==> config.mk <==
export PLATFORM = sky130hd
export DESIGN_NAME = circular_deque
export DESIGN_NICKNAME = d
export VERILOG_FILES = /design/src/rtl/core/cdq_pkg.sv /design/src/rtl/core/cdq_datapath.sv /design/src/rtl/core/cdq_ctrl.sv /design/src/rtl/core/circular_deque.sv
export VERILOG_INCLUDE_DIRS = /design/src /design/src/rtl/core
export SDC_FILE = /design/constraint.sdc
export NUM_CORES = 1
export LEC_CHECK = 0
export BUFFER_PORTS_ARGS = -buffer_cell sky130_fd_sc_hd__buf_2
export CAP_MARGIN = 20
export CORE_ASPECT_RATIO = 1.2
export CORE_MARGIN = 2
export CORE_UTILIZATION = 45
export CTS_CLUSTER_DIAMETER = 200
export CTS_CLUSTER_SIZE = 14
export DETAILED_ROUTE_END_ITERATION = 10
export PLACE_DENSITY = 0.72
export SYNTH_ARGS = -nofsm -noshare
export SYNTH_HDL_FRONTEND = slang
export SYNTH_SLANG_ARGS = --single-unit
==> constraint.sdc <==
create_clock -name i_clk -period 9.1 [get_ports i_clk]
set_input_delay 1.82 -clock i_clk [delete_from_list [all_inputs] [get_ports i_clk]]
set_output_delay 1.82 -clock i_clk [all_outputs]
set_load 0.1 [all_outputs]
==> src/rtl/core/circular_deque_macros.svh <==
// assertion macros for the circular deque
`ifndef CIRCULAR_DEQUE_MACROS_SVH
`define CIRCULAR_DEQUE_MACROS_SVH

// same-cycle implication, checked outside reset
`define CDQ_ASSERT_NOW(lbl, ante, cons, msg) \
    lbl: assert property (@(posedge i_clk) disable iff (!i_rst_n) (ante) |-> (cons)) \
        else $error(msg);

// next-cycle implication, checked outside reset
`define CDQ_ASSERT_NEXT(lbl, ante, cons, msg) \
    lbl: assert property (@(posedge i_clk) disable iff (!i_rst_n) (ante) |=> (cons)) \
        else $error(msg);

`endif

==> src/rtl/core/cdq_pkg.sv <==
// types, codes and constants shared across the circular deque
`timescale 1ns / 1ps
`default_nettype none
package cdq_pkg;

    localparam int DEPTH_DEF = 8;
    localparam int WORD_W    = 32;
    localparam int OCC_W     = 4;

    localparam logic [1:0] OP_PUSH_FRONT = 2'd0;
    localparam logic [1:0] OP_PUSH_REAR  = 2'd1;
    localparam logic [1:0] OP_POP_FRONT  = 2'd2;
    localparam logic [1:0] OP_POP_REAR   = 2'd3;

    localparam logic [1:0] ST_DONE  = 2'd0;
    localparam logic [1:0] ST_FULL  = 2'd1;
    localparam logic [1:0] ST_EMPTY = 2'd2;

    localparam logic signed [WORD_W-1:0] EMPTY_WORD = -32'sd1;

    typedef struct packed {
        logic [1:0]               opcode;
        logic signed [WORD_W-1:0] push_value;
    } t_in_item;

    typedef struct packed {
        logic [1:0]               status;
        logic signed [WORD_W-1:0] popped_value;
        logic signed [WORD_W-1:0] front_value;
        logic signed [WORD_W-1:0] rear_value;
        logic                     is_empty;
        logic                     is_full;
        logic [OCC_W-1:0]         occupancy;
    } t_out_item;

    typedef struct packed {
        logic latch;
        logic exec;
        logic load_rd;
    } t_ctl_cmd;

    typedef struct packed {
        logic need_read;
    } t_ctl_sts;

endpackage
`default_nettype wire

==> src/rtl/core/cdq_datapath.sv <==
// deque datapath: indices, count, word store, cached end words and result register
`timescale 1ns / 1ps
`default_nettype none
module cdq_datapath #(
    parameter int DEPTH = cdq_pkg::DEPTH_DEF
) (
    input  wire logic              i_clk,
    input  wire logic              i_rst_n,
    input  wire cdq_pkg::t_ctl_cmd i_cmd,
    output cdq_pkg::t_ctl_sts      o_sts,
    input  wire cdq_pkg::t_in_item i_in_item,
    output cdq_pkg::t_out_item     o_out_item
);

    localparam int IW = (DEPTH > 1) ? $clog2(DEPTH) : 1;
    localparam int CW = $clog2(DEPTH + 1);
    localparam logic [IW-1:0] LAST_IDX = IW'(DEPTH - 1);
    localparam logic [CW-1:0] FULL_CNT = CW'(DEPTH);

    logic [1:0]                        r_op;
    logic signed [cdq_pkg::WORD_W-1:0] r_word;
    logic [IW-1:0]                     r_front_idx, n_front_idx;
    logic [IW-1:0]                     r_rear_idx, n_rear_idx;
    logic [CW-1:0]                     r_count, n_count;
    logic signed [cdq_pkg::WORD_W-1:0] r_front_word, n_front_word;
    logic signed [cdq_pkg::WORD_W-1:0] r_rear_word, n_rear_word;
    logic signed [cdq_pkg::WORD_W-1:0] r_rd_data;
    logic signed [cdq_pkg::WORD_W-1:0] r_mem [DEPTH];
    cdq_pkg::t_out_item                r_res, n_res;

    logic [IW-1:0]                     front_dec, front_inc, rear_dec, rear_inc;
    logic [IW-1:0]                     wr_addr, rd_addr;
    logic                              mem_we, need_read;
    logic                              is_push, is_empty_now, is_full_now;
    logic [1:0]                        status;
    logic signed [cdq_pkg::WORD_W-1:0] popped;

    assign front_dec = (r_front_idx == '0) ? LAST_IDX : r_front_idx - 1'b1;
    assign front_inc = (r_front_idx == LAST_IDX) ? '0 : r_front_idx + 1'b1;
    assign rear_dec  = (r_rear_idx == '0) ? LAST_IDX : r_rear_idx - 1'b1;
    assign rear_inc  = (r_rear_idx == LAST_IDX) ? '0 : r_rear_idx + 1'b1;

    assign is_push      = (r_op == cdq_pkg::OP_PUSH_FRONT) || (r_op == cdq_pkg::OP_PUSH_REAR);
    assign is_empty_now = (r_count == '0);
    assign is_full_now  = (r_count == FULL_CNT);

    always_comb begin
        n_front_idx  = r_front_idx;
        n_rear_idx   = r_rear_idx;
        n_count      = r_count;
        n_front_word = r_front_word;
        n_rear_word  = r_rear_word;
        wr_addr      = '0;
        rd_addr      = '0;
        mem_we       = 1'b0;
        need_read    = 1'b0;
        status       = cdq_pkg::ST_DONE;
        popped       = '0;
        priority if (is_push && is_full_now) begin
            status = cdq_pkg::ST_FULL;
        end else if (!is_push && is_empty_now) begin
            status = cdq_pkg::ST_EMPTY;
        end else if (is_push) begin
            mem_we  = 1'b1;
            n_count = r_count + 1'b1;
            priority if (is_empty_now) begin
                n_front_idx  = '0;
                n_rear_idx   = '0;
                wr_addr      = '0;
                n_front_word = r_word;
                n_rear_word  = r_word;
            end else if (r_op == cdq_pkg::OP_PUSH_FRONT) begin
                n_front_idx  = front_dec;
                wr_addr      = front_dec;
                n_front_word = r_word;
            end else begin
                n_rear_idx  = rear_inc;
                wr_addr     = rear_inc;
                n_rear_word = r_word;
            end
        end else begin
            n_count = r_count - 1'b1;
            if (r_op == cdq_pkg::OP_POP_FRONT) begin
                popped = r_front_word;
                if (r_count != CW'(1)) begin
                    n_front_idx = front_inc;
                    rd_addr     = front_inc;
                    need_read   = 1'b1;
                end
            end else begin
                popped = r_rear_word;
                if (r_count != CW'(1)) begin
                    n_rear_idx = rear_dec;
                    rd_addr    = rear_dec;
                    need_read  = 1'b1;
                end
            end
        end

        n_res.status       = status;
        n_res.popped_value = popped;
        n_res.front_value  = (n_count == '0) ? cdq_pkg::EMPTY_WORD : n_front_word;
        n_res.rear_value   = (n_count == '0) ? cdq_pkg::EMPTY_WORD : n_rear_word;
        n_res.is_empty     = (n_count == '0);
        n_res.is_full      = (n_count == FULL_CNT);
        n_res.occupancy    = cdq_pkg::OCC_W'(n_count);
    end

    always_ff @(posedge i_clk) begin
        if (!i_rst_n) begin
            r_front_idx <= '0;
            r_rear_idx  <= '0;
            r_count     <= '0;
        end else if (i_cmd.exec) begin
            r_front_idx <= n_front_idx;
            r_rear_idx  <= n_rear_idx;
            r_count     <= n_count;
        end
    end

    always_ff @(posedge i_clk) begin
        if (i_cmd.latch) begin
            r_op   <= i_in_item.opcode;
            r_word <= i_in_item.push_value;
        end
        if (i_cmd.exec) begin
            r_front_word <= n_front_word;
            r_rear_word  <= n_rear_word;
            r_res        <= n_res;
        end else if (i_cmd.load_rd) begin
            if (r_op == cdq_pkg::OP_POP_FRONT) begin
                r_front_word      <= r_rd_data;
                r_res.front_value <= r_rd_data;
            end else begin
                r_rear_word      <= r_rd_data;
                r_res.rear_value <= r_rd_data;
            end
        end
    end

    // word store, one write and one registered read port
    always_ff @(posedge i_clk) begin
        if (i_cmd.exec && mem_we) begin
            r_mem[wr_addr] <= r_word;
        end
        r_rd_data <= r_mem[rd_addr];
    end

    assign o_sts.need_read = need_read;
    assign o_out_item      = r_res;

endmodule
`default_nettype wire

==> src/rtl/core/cdq_ctrl.sv <==
// deque controller: sequences accept, execute, store reload and result hand-off
`timescale 1ns / 1ps
`default_nettype none
module cdq_ctrl (
    input  wire logic              i_clk,
    input  wire logic              i_rst_n,
    input  wire logic              i_in_valid,
    output logic                   o_in_stall,
    output logic                   o_out_valid,
    input  wire logic              i_out_stall,
    input  wire cdq_pkg::t_ctl_sts i_sts,
    output cdq_pkg::t_ctl_cmd      o_cmd
);

    localparam logic [1:0] S_IDLE = 2'd0;
    localparam logic [1:0] S_EXEC = 2'd1;
    localparam logic [1:0] S_READ = 2'd2;
    localparam logic [1:0] S_OUT  = 2'd3;

    logic [1:0] r_state, n_state;

    always_comb begin
        n_state = r_state;
        unique case (r_state)
            S_IDLE: begin
                if (i_in_valid) begin
                    n_state = S_EXEC;
                end
            end
            S_EXEC: begin
                n_state = i_sts.need_read ? S_READ : S_OUT;
            end
            S_READ: begin
                n_state = S_OUT;
            end
            S_OUT: begin
                if (!i_out_stall) begin
                    n_state = S_IDLE;
                end
            end
            default: begin
                n_state = S_IDLE;
            end
        endcase
    end

    always_ff @(posedge i_clk) begin
        if (!i_rst_n) begin
            r_state <= S_IDLE;
        end else begin
            r_state <= n_state;
        end
    end

    assign o_in_stall    = (r_state != S_IDLE);
    assign o_out_valid   = (r_state == S_OUT);
    assign o_cmd.latch   = (r_state == S_IDLE) && i_in_valid;
    assign o_cmd.exec    = (r_state == S_EXEC);
    assign o_cmd.load_rd = (r_state == S_READ);

endmodule
`default_nettype wire

==> src/rtl/core/circular_deque.sv <==
// circular deque top level: controller and datapath
// one item in flight; the result register loads in the execute state, and a pop that
// reloads an end word from the store's registered read port updates it in a read state
// the next item is taken in the cycle after the result leaves
// synchronous active-low reset empties the deque; store contents are not cleared
`timescale 1ns / 1ps
`default_nettype none
`include "circular_deque_macros.svh"
module circular_deque #(
    parameter int DEPTH = cdq_pkg::DEPTH_DEF
) (
    input  wire logic              i_clk,
    input  wire logic              i_rst_n,
    input  wire logic              i_in_valid,
    output logic                   o_in_stall,
    input  wire cdq_pkg::t_in_item i_in_item,
    output logic                   o_out_valid,
    input  wire logic              i_out_stall,
    output cdq_pkg::t_out_item     o_out_item
);

    cdq_pkg::t_ctl_cmd ctl_cmd;
    cdq_pkg::t_ctl_sts ctl_sts;

    cdq_ctrl u_ctrl (
        .i_clk       (i_clk),
        .i_rst_n     (i_rst_n),
        .i_in_valid  (i_in_valid),
        .o_in_stall  (o_in_stall),
        .o_out_valid (o_out_valid),
        .i_out_stall (i_out_stall),
        .i_sts       (ctl_sts),
        .o_cmd       (ctl_cmd)
    );

    cdq_datapath #(
        .DEPTH (DEPTH)
    ) u_datapath (
        .i_clk      (i_clk),
        .i_rst_n    (i_rst_n),
        .i_cmd      (ctl_cmd),
        .o_sts      (ctl_sts),
        .i_in_item  (i_in_item),
        .o_out_item (o_out_item)
    );

    `CDQ_ASSERT_NOW(a_one_in_flight, o_out_valid, o_in_stall, "item accepted while result pending")
    `CDQ_ASSERT_NEXT(a_accept_stalls, i_in_valid && !o_in_stall, o_in_stall, "no stall after accept")
    `CDQ_ASSERT_NOW(a_not_empty_and_full, o_out_valid, !(o_out_item.is_empty && o_out_item.is_full), "result both empty and full")
    `CDQ_ASSERT_NOW(a_empty_ends, o_out_valid && o_out_item.is_empty, (o_out_item.front_value == cdq_pkg::EMPTY_WORD) && (o_out_item.rear_value == cdq_pkg::EMPTY_WORD), "empty result without empty marker")

endmodule
`default_nettype wire

; ---- Word level (Yosys, flattened, before mapping)
; Memory sizes are Yosys's and may differ from the RTL's. A register that Yosys moved wholly into a read port is not among the register bits.
; Cells that the tools add are included.
[word_totals]
regBits = 214
ram_bits = 256
inputBits = 38
n_memories = 1
[mem_list]
columns = name, depth, width, read_ports, rd_ports_with_merged_regs, write_ports, line_no
row1 = u_datapath.r_mem, 8, 32, 1, 1, 1, cdq_datapath.sv:28  ; logic signed [cdq_pkg::WORD_W-1:0] r_mem [DEPTH];
[classes]
n_addsub = 6
n_eq_ne = 16
n_mux = 63
bitwise_logic = 2
reduce_logical = 23
[ops]
columns = op, n
row1 = $mux 32, 19
row2 = $mux 64, 2
row3 = $mux 3, 25
row4 = $mux 4, 3
row5 = $reduce_and 6->1, 2
row6 = $mux 1, 10
row7 = $reduce_bool 2->1, 5
row8 = $eq 4x4->1 const B, 2
row9 = $logic_not 4->1, 2
row10 = $pmux 2 s4, 1
row11 = $add 3x1->3 const B, 2
row12 = $eq 2x2->1 const B, 3
row13 = $eq 3x3->1 const B, 2
row14 = $logic_not 3->1, 2
row15 = $mux 2, 3
row16 = $ne 3x3->1 const B, 2
row17 = $reduce_and 2->1, 3
row18 = $sub 3x1->3 const B, 2
row19 = $add 4x1->4 const B, 1
row20 = $eq 2x1->1 const B, 2
row21 = $logic_and 1x1->1, 4
row22 = $logic_not 2->1, 2
row23 = $ne 2x1->1 const B, 2
row24 = $ne 2x2->1 const B, 2
row25 = 6 further kinds, 7

; ---- Depth between registers and ports, before layout
[logic_depth]
ltp_word = 9
mapped_depth = 11

; ---- Hierarchy
; From an unflattened synthesis, not the netlist that was laid out.
[unflattened]
hier_cells = 1368
hier_area_um2 = 19846.5
[modules_own_cells]
columns = mod, instances, cells_per_inst, area_per_inst_um2
row1 = cdq_datapath, 1, 1346, 19652.6
row2 = cdq_ctrl, 1, 22, 193.9

; ---- Worst setup path after synthesis
; OpenSTA, ideal clock, no wires.
[synth_path]
path_type = reg-to-reg
start = reg u_ctrl.r_state[1]
end = mem u_datapath.r_mem[7][0] in the netlist's numbering, enable pin
t_arrival_ps = 4729
required_ps = 8639
slack_ps = 3910
path_stages_with_launch = 8
synth_period_minus_slack_ps = 5190
cell_sequence = dfxtp_1 -> inv_1 -> ha_1 -> clkbuf_1 -> clkbuf_1 -> clkbuf_1 -> nand2_1 -> nor3_1
[synth_via]
elab_chain_len = 4
[synth_lines]
columns = element, line_no
row1 = "start, declared", cdq_ctrl.sv:20  ; logic [1:0] r_state, n_state;
row2 = "start signal, assigned", cdq_ctrl.sv:51  ; r_state <= n_state;
row3 = $eq 2x1->1, cdq_ctrl.sv:58  ; assign o_cmd.exec = (r_state == S_EXEC);
row4 = $logic_and 1x1->1, cdq_datapath.sv:143  ; if (i_cmd.exec && mem_we) begin
row5 = $mux 1, cdq_datapath.sv:143
row6 = $mux 1 (implied by the code), cdq_datapath.sv:144  ; r_mem[wr_addr] <= r_word;
row7 = "end, declared", cdq_datapath.sv:28
; Every way passes these cells.

; ---- Final worst setup path
[layout_path]
start = reg u_datapath.r_rear_idx[0]
end = reg u_datapath.r_rd_data[15] in the netlist's numbering, read port of u_datapath.r_mem
[layout_via]
elab_chain_len = 7
[layout_lines]
columns = element, line_no
row1 = "start, declared", cdq_datapath.sv:23  ; logic [IW-1:0] r_rear_idx, n_rear_idx;
row2 = "start signal, assigned", cdq_datapath.sv:116  ; r_rear_idx <= n_rear_idx;
row3 = $sub 3x1->3 / $logic_not 3->1 (equally long branches), cdq_datapath.sv:40  ; assign rear_dec = (r_rear_idx == '0) ? LAST_IDX : r_rear_idx - 1'b1;
row4 = $mux 3 *, cdq_datapath.sv:40
row5 = $mux 3 *, cdq_datapath.sv:92  ; if (r_count != CW'(1)) begin
row6 = $mux 3 *, cdq_datapath.sv:83  ; if (r_op == cdq_pkg::OP_POP_FRONT) begin
row7 = $mux 3 *, cdq_datapath.sv:63  ; end else if (is_push) begin
row8 = $mux 3 *, cdq_datapath.sv:61  ; end else if (!is_push && is_empty_now) begin
row9 = $mux 3 *, cdq_datapath.sv:59  ; priority if (is_push && is_full_now) begin
row10 = "end, declared", cdq_datapath.sv:27  ; logic signed [cdq_pkg::WORD_W-1:0] r_rd_data;
; Mark *: on every way between the ends. The rest lies on a longest branch, timed or not.
; A chain may end at the register's enable or synchronous reset.

==> qor.yml <==
worst_setup_path:
  path_max_fanout: 48
  start_kind: "flop"
  worstSetupEndpointType: "flop"
  critical_path_depth: 9
  path_delay_family: "compound AO/OA/AOI/OAI gates"
  crit_type: "reg -> reg"
  slowest_stage: "buf_4"
  ff2ff_setup_slack_ps: 5190
  rr_worst_depth: 9
  cp.arrival_ps: 4370
  worstPathRequired_ps: 9560
  critPathBufInv: 3
  worstPathCellList: "inv_1 -> ha_1 -> nor2b_2 -> buf_4 -> o211ai_1 -> a31o_2 -> buf_4 -> a22oi_1 -> a22oi_1"
  slowest_delay_ps: 660
timing:
  worst_pin_slew_ps: 1170
  fin_crit_ps: 3910
  skew_ps: 21.1
  maxSlewHeadroom_pct: 22.0
  hold_viol: 0
  fmax_mhz: 256
  rsz0062_at_grt: "false"
  period_share_pct: 42.9
  slew_violations: 0
  setup_viol: 0
  setup_tns_ps: 0
grt:
  grt_pass1_vias: 12600
  track_usage_pct: 20.9
  grt_max_degree: 93
  grt_pass1_wl_mm: 75.5
  antenna_found_initial: 0
  grt.overflow.total: 0
cells_and_area:
  area_delta_synth_final_pct: 12.7
  drive_gt1_share_pct: 17.8
  antennaDiodeCount: 0
  final_nets: 1616
clocking:
  clock-sinks: 502
  h-tree-depth: 2
  post_cts_resized: 0
  cts_setup_buffers: 0
  cts_made_buffers: 41
  clock_path_buffers: 3
  clk_pin_slew_ps: 70
  clk_latency_ps: 560
  root_buffer: "clkbuf_16"
  cts_tree: "done"
  ctsHoldBuffers: 0
floorplanning:
  initial_core_util_pct: 45.8
  core_um2: 45000
  die_h_um: 238
  io_pins: 144
  rows: 85
  die_x_um: 199
  die-area_um2: 47500
routing:
  drc: 0
  avgViaCountPerCell: 5.84
  wl_per_cell_um: 22.5
  drtIter0Drc: 1415
  first_pass_iters: 7
  final_antenna_net_count: 0
  vias: 12900
  wl_mm: 49.6
synthesis:
  synth_cells: 1451
  synth_nets: 1505
  ys_async_sr_fraction_pct: 0
  ys_seq_area_share_pct: 71.1
  synth_cell_types: 65
  synth-seq-cells: 502
  synth.top_cell.area_share_pct: 66.8
  yosysTopAreaCell: "edfxtp_1"
  ys_warn_count: 0
  synth.cell_area_um2: 20600
  synthFlopType: "edfxtp_1"
  synth_area_leaders: "edfxtp_1, dfxtp_1, nand2_1"
  synth-edff-count: 458
  syn_area_per_cell_um2: 14.2
  synth_common_cells: "edfxtp_1, nand2_1, a21oi_1, clkbuf_1, or2_1"
  synth_most_common_cell: "edfxtp_1"
placed_design:
  portBuffers: 143
  gp_congestion: 0.817
  hpwl_mm: 30.5
run_status:
  status: "complete, no violations"
flow_run:
  maxCapViolCount: 0
hold_path:
  hp-class: "reg -> reg"
  whs_path_depth: 2
[logic make-up after synthesis]
kind of cell	count (synthesis)	share of synthesized area (%)
buffers and inverters	125	2.67
adder cells (fa/ha/maj)	16	0.972
AND/OR/NAND/NOR	366	8.38
XOR/XNOR	5	0.213
AO/OA/AOI/OAI	367	13.0
flip-flops	502	71.1
multiplexers	70	3.66
[worst register-to-register path: stages, from the launching register on]
cell and delay [ps]:
dfxtp_1 470, inv_1 340, ha_1 340, nor2b_2 150
buf_4 260, o211ai_1 490, a31o_2 580, buf_4 660
a22oi_1 280, a22oi_1 240
[through the flow]
step | hold WS (ps) | worst slack, ps | util (%) | cell area [um2] | instances
final | 491 | 5190 | 51.6 | 23200 | 2203
after global routing | 522 | 5030 | 51.6 | 23200 | 2203
after CTS | 492 | 5280 | 51.6 | 23200 | 2203
after detailed placement | 482 | 5280 | 48.9 | 22000 | 2128
after global placement | 479 | 5120 | 48.8 | 22000 | 2127
after floorplan | 458 | 3910 | - | 20600 | 1451
[metal layers]
metal / track usage [%] / wire, um / part of all wire (%)
met5: 0 / 0 / 0
met4: 6.51 / 1250 / 2.5
met3: 3.32 / 4170 / 8.4
met2: 33.3 / 23500 / 47
met1: 29.6 / 20700 / 42
[cell type report]
cell class	count	area (um2)
fill	3707	21800
sequential	502	14600
multi-input combinational	824	5550
clock buffer	74	1200
timing repair buffer	175	976
tap	609	762
inverter	18	67.6
clock inverter	1	8.76
[placed cells by master (no fill, tap or decap), drive strengths merged, types with 16 or more instances in the layout]
| master | synthesis | final |
|---|---|---|
| a21oi | 102 | 102 |
| a221oi | 32 | 32 |
| a22oi | 64 | 64 |
| a31oi | 37 | 37 |
| buf | 38 | 175 |
| clkbuf | 69 | 74 |
| dfxtp | 44 | 44 |
| edfxtp | 458 | 458 |
| ha | 16 | 16 |
| inv | 18 | 19 |
| mux2 | 33 | 33 |
| mux2i | 36 | 36 |
| nand2 | 178 | 178 |
| nand3 | 34 | 34 |
| nor2 | 46 | 46 |
| o2111ai | 32 | 32 |
| o211ai | 34 | 34 |
| o21ai | 40 | 40 |
| or2 | 66 | 66 |
[state kept, by name, indices dropped and copies added (netlist names)]
register                 flops
u_datapath.r_front_word     32
u_datapath.r_rear_idx        3
u_datapath.o_out_item      104
u_datapath.r_rd_data        32
u_datapath.r_count           4
u_datapath.r_mem           256
u_datapath.r_rear_word      32
u_datapath.r_op              2
u_datapath.r_word           32
u_datapath.r_front_idx       3
u_ctrl.r_state               2
[worst paths after layout]
| kind | to | startpoint |
|---|---|---|
| hold / removal | u_datapath.r_rear_idx[1] | u_datapath.r_rear_idx[1] |
| setup / recovery | u_datapath.r_rd_data[15] | u_datapath.r_rear_idx[0] |
| setup reg to reg | u_datapath.r_rd_data[15] | u_datapath.r_rear_idx[0] |
| hold reg to reg | u_datapath.r_rear_idx[1] | u_datapath.r_rear_idx[1] |
Power is left out: the tool's default activity adds up to more than one toggle a clock period on the data nets, which glitch-free logic cannot reach.
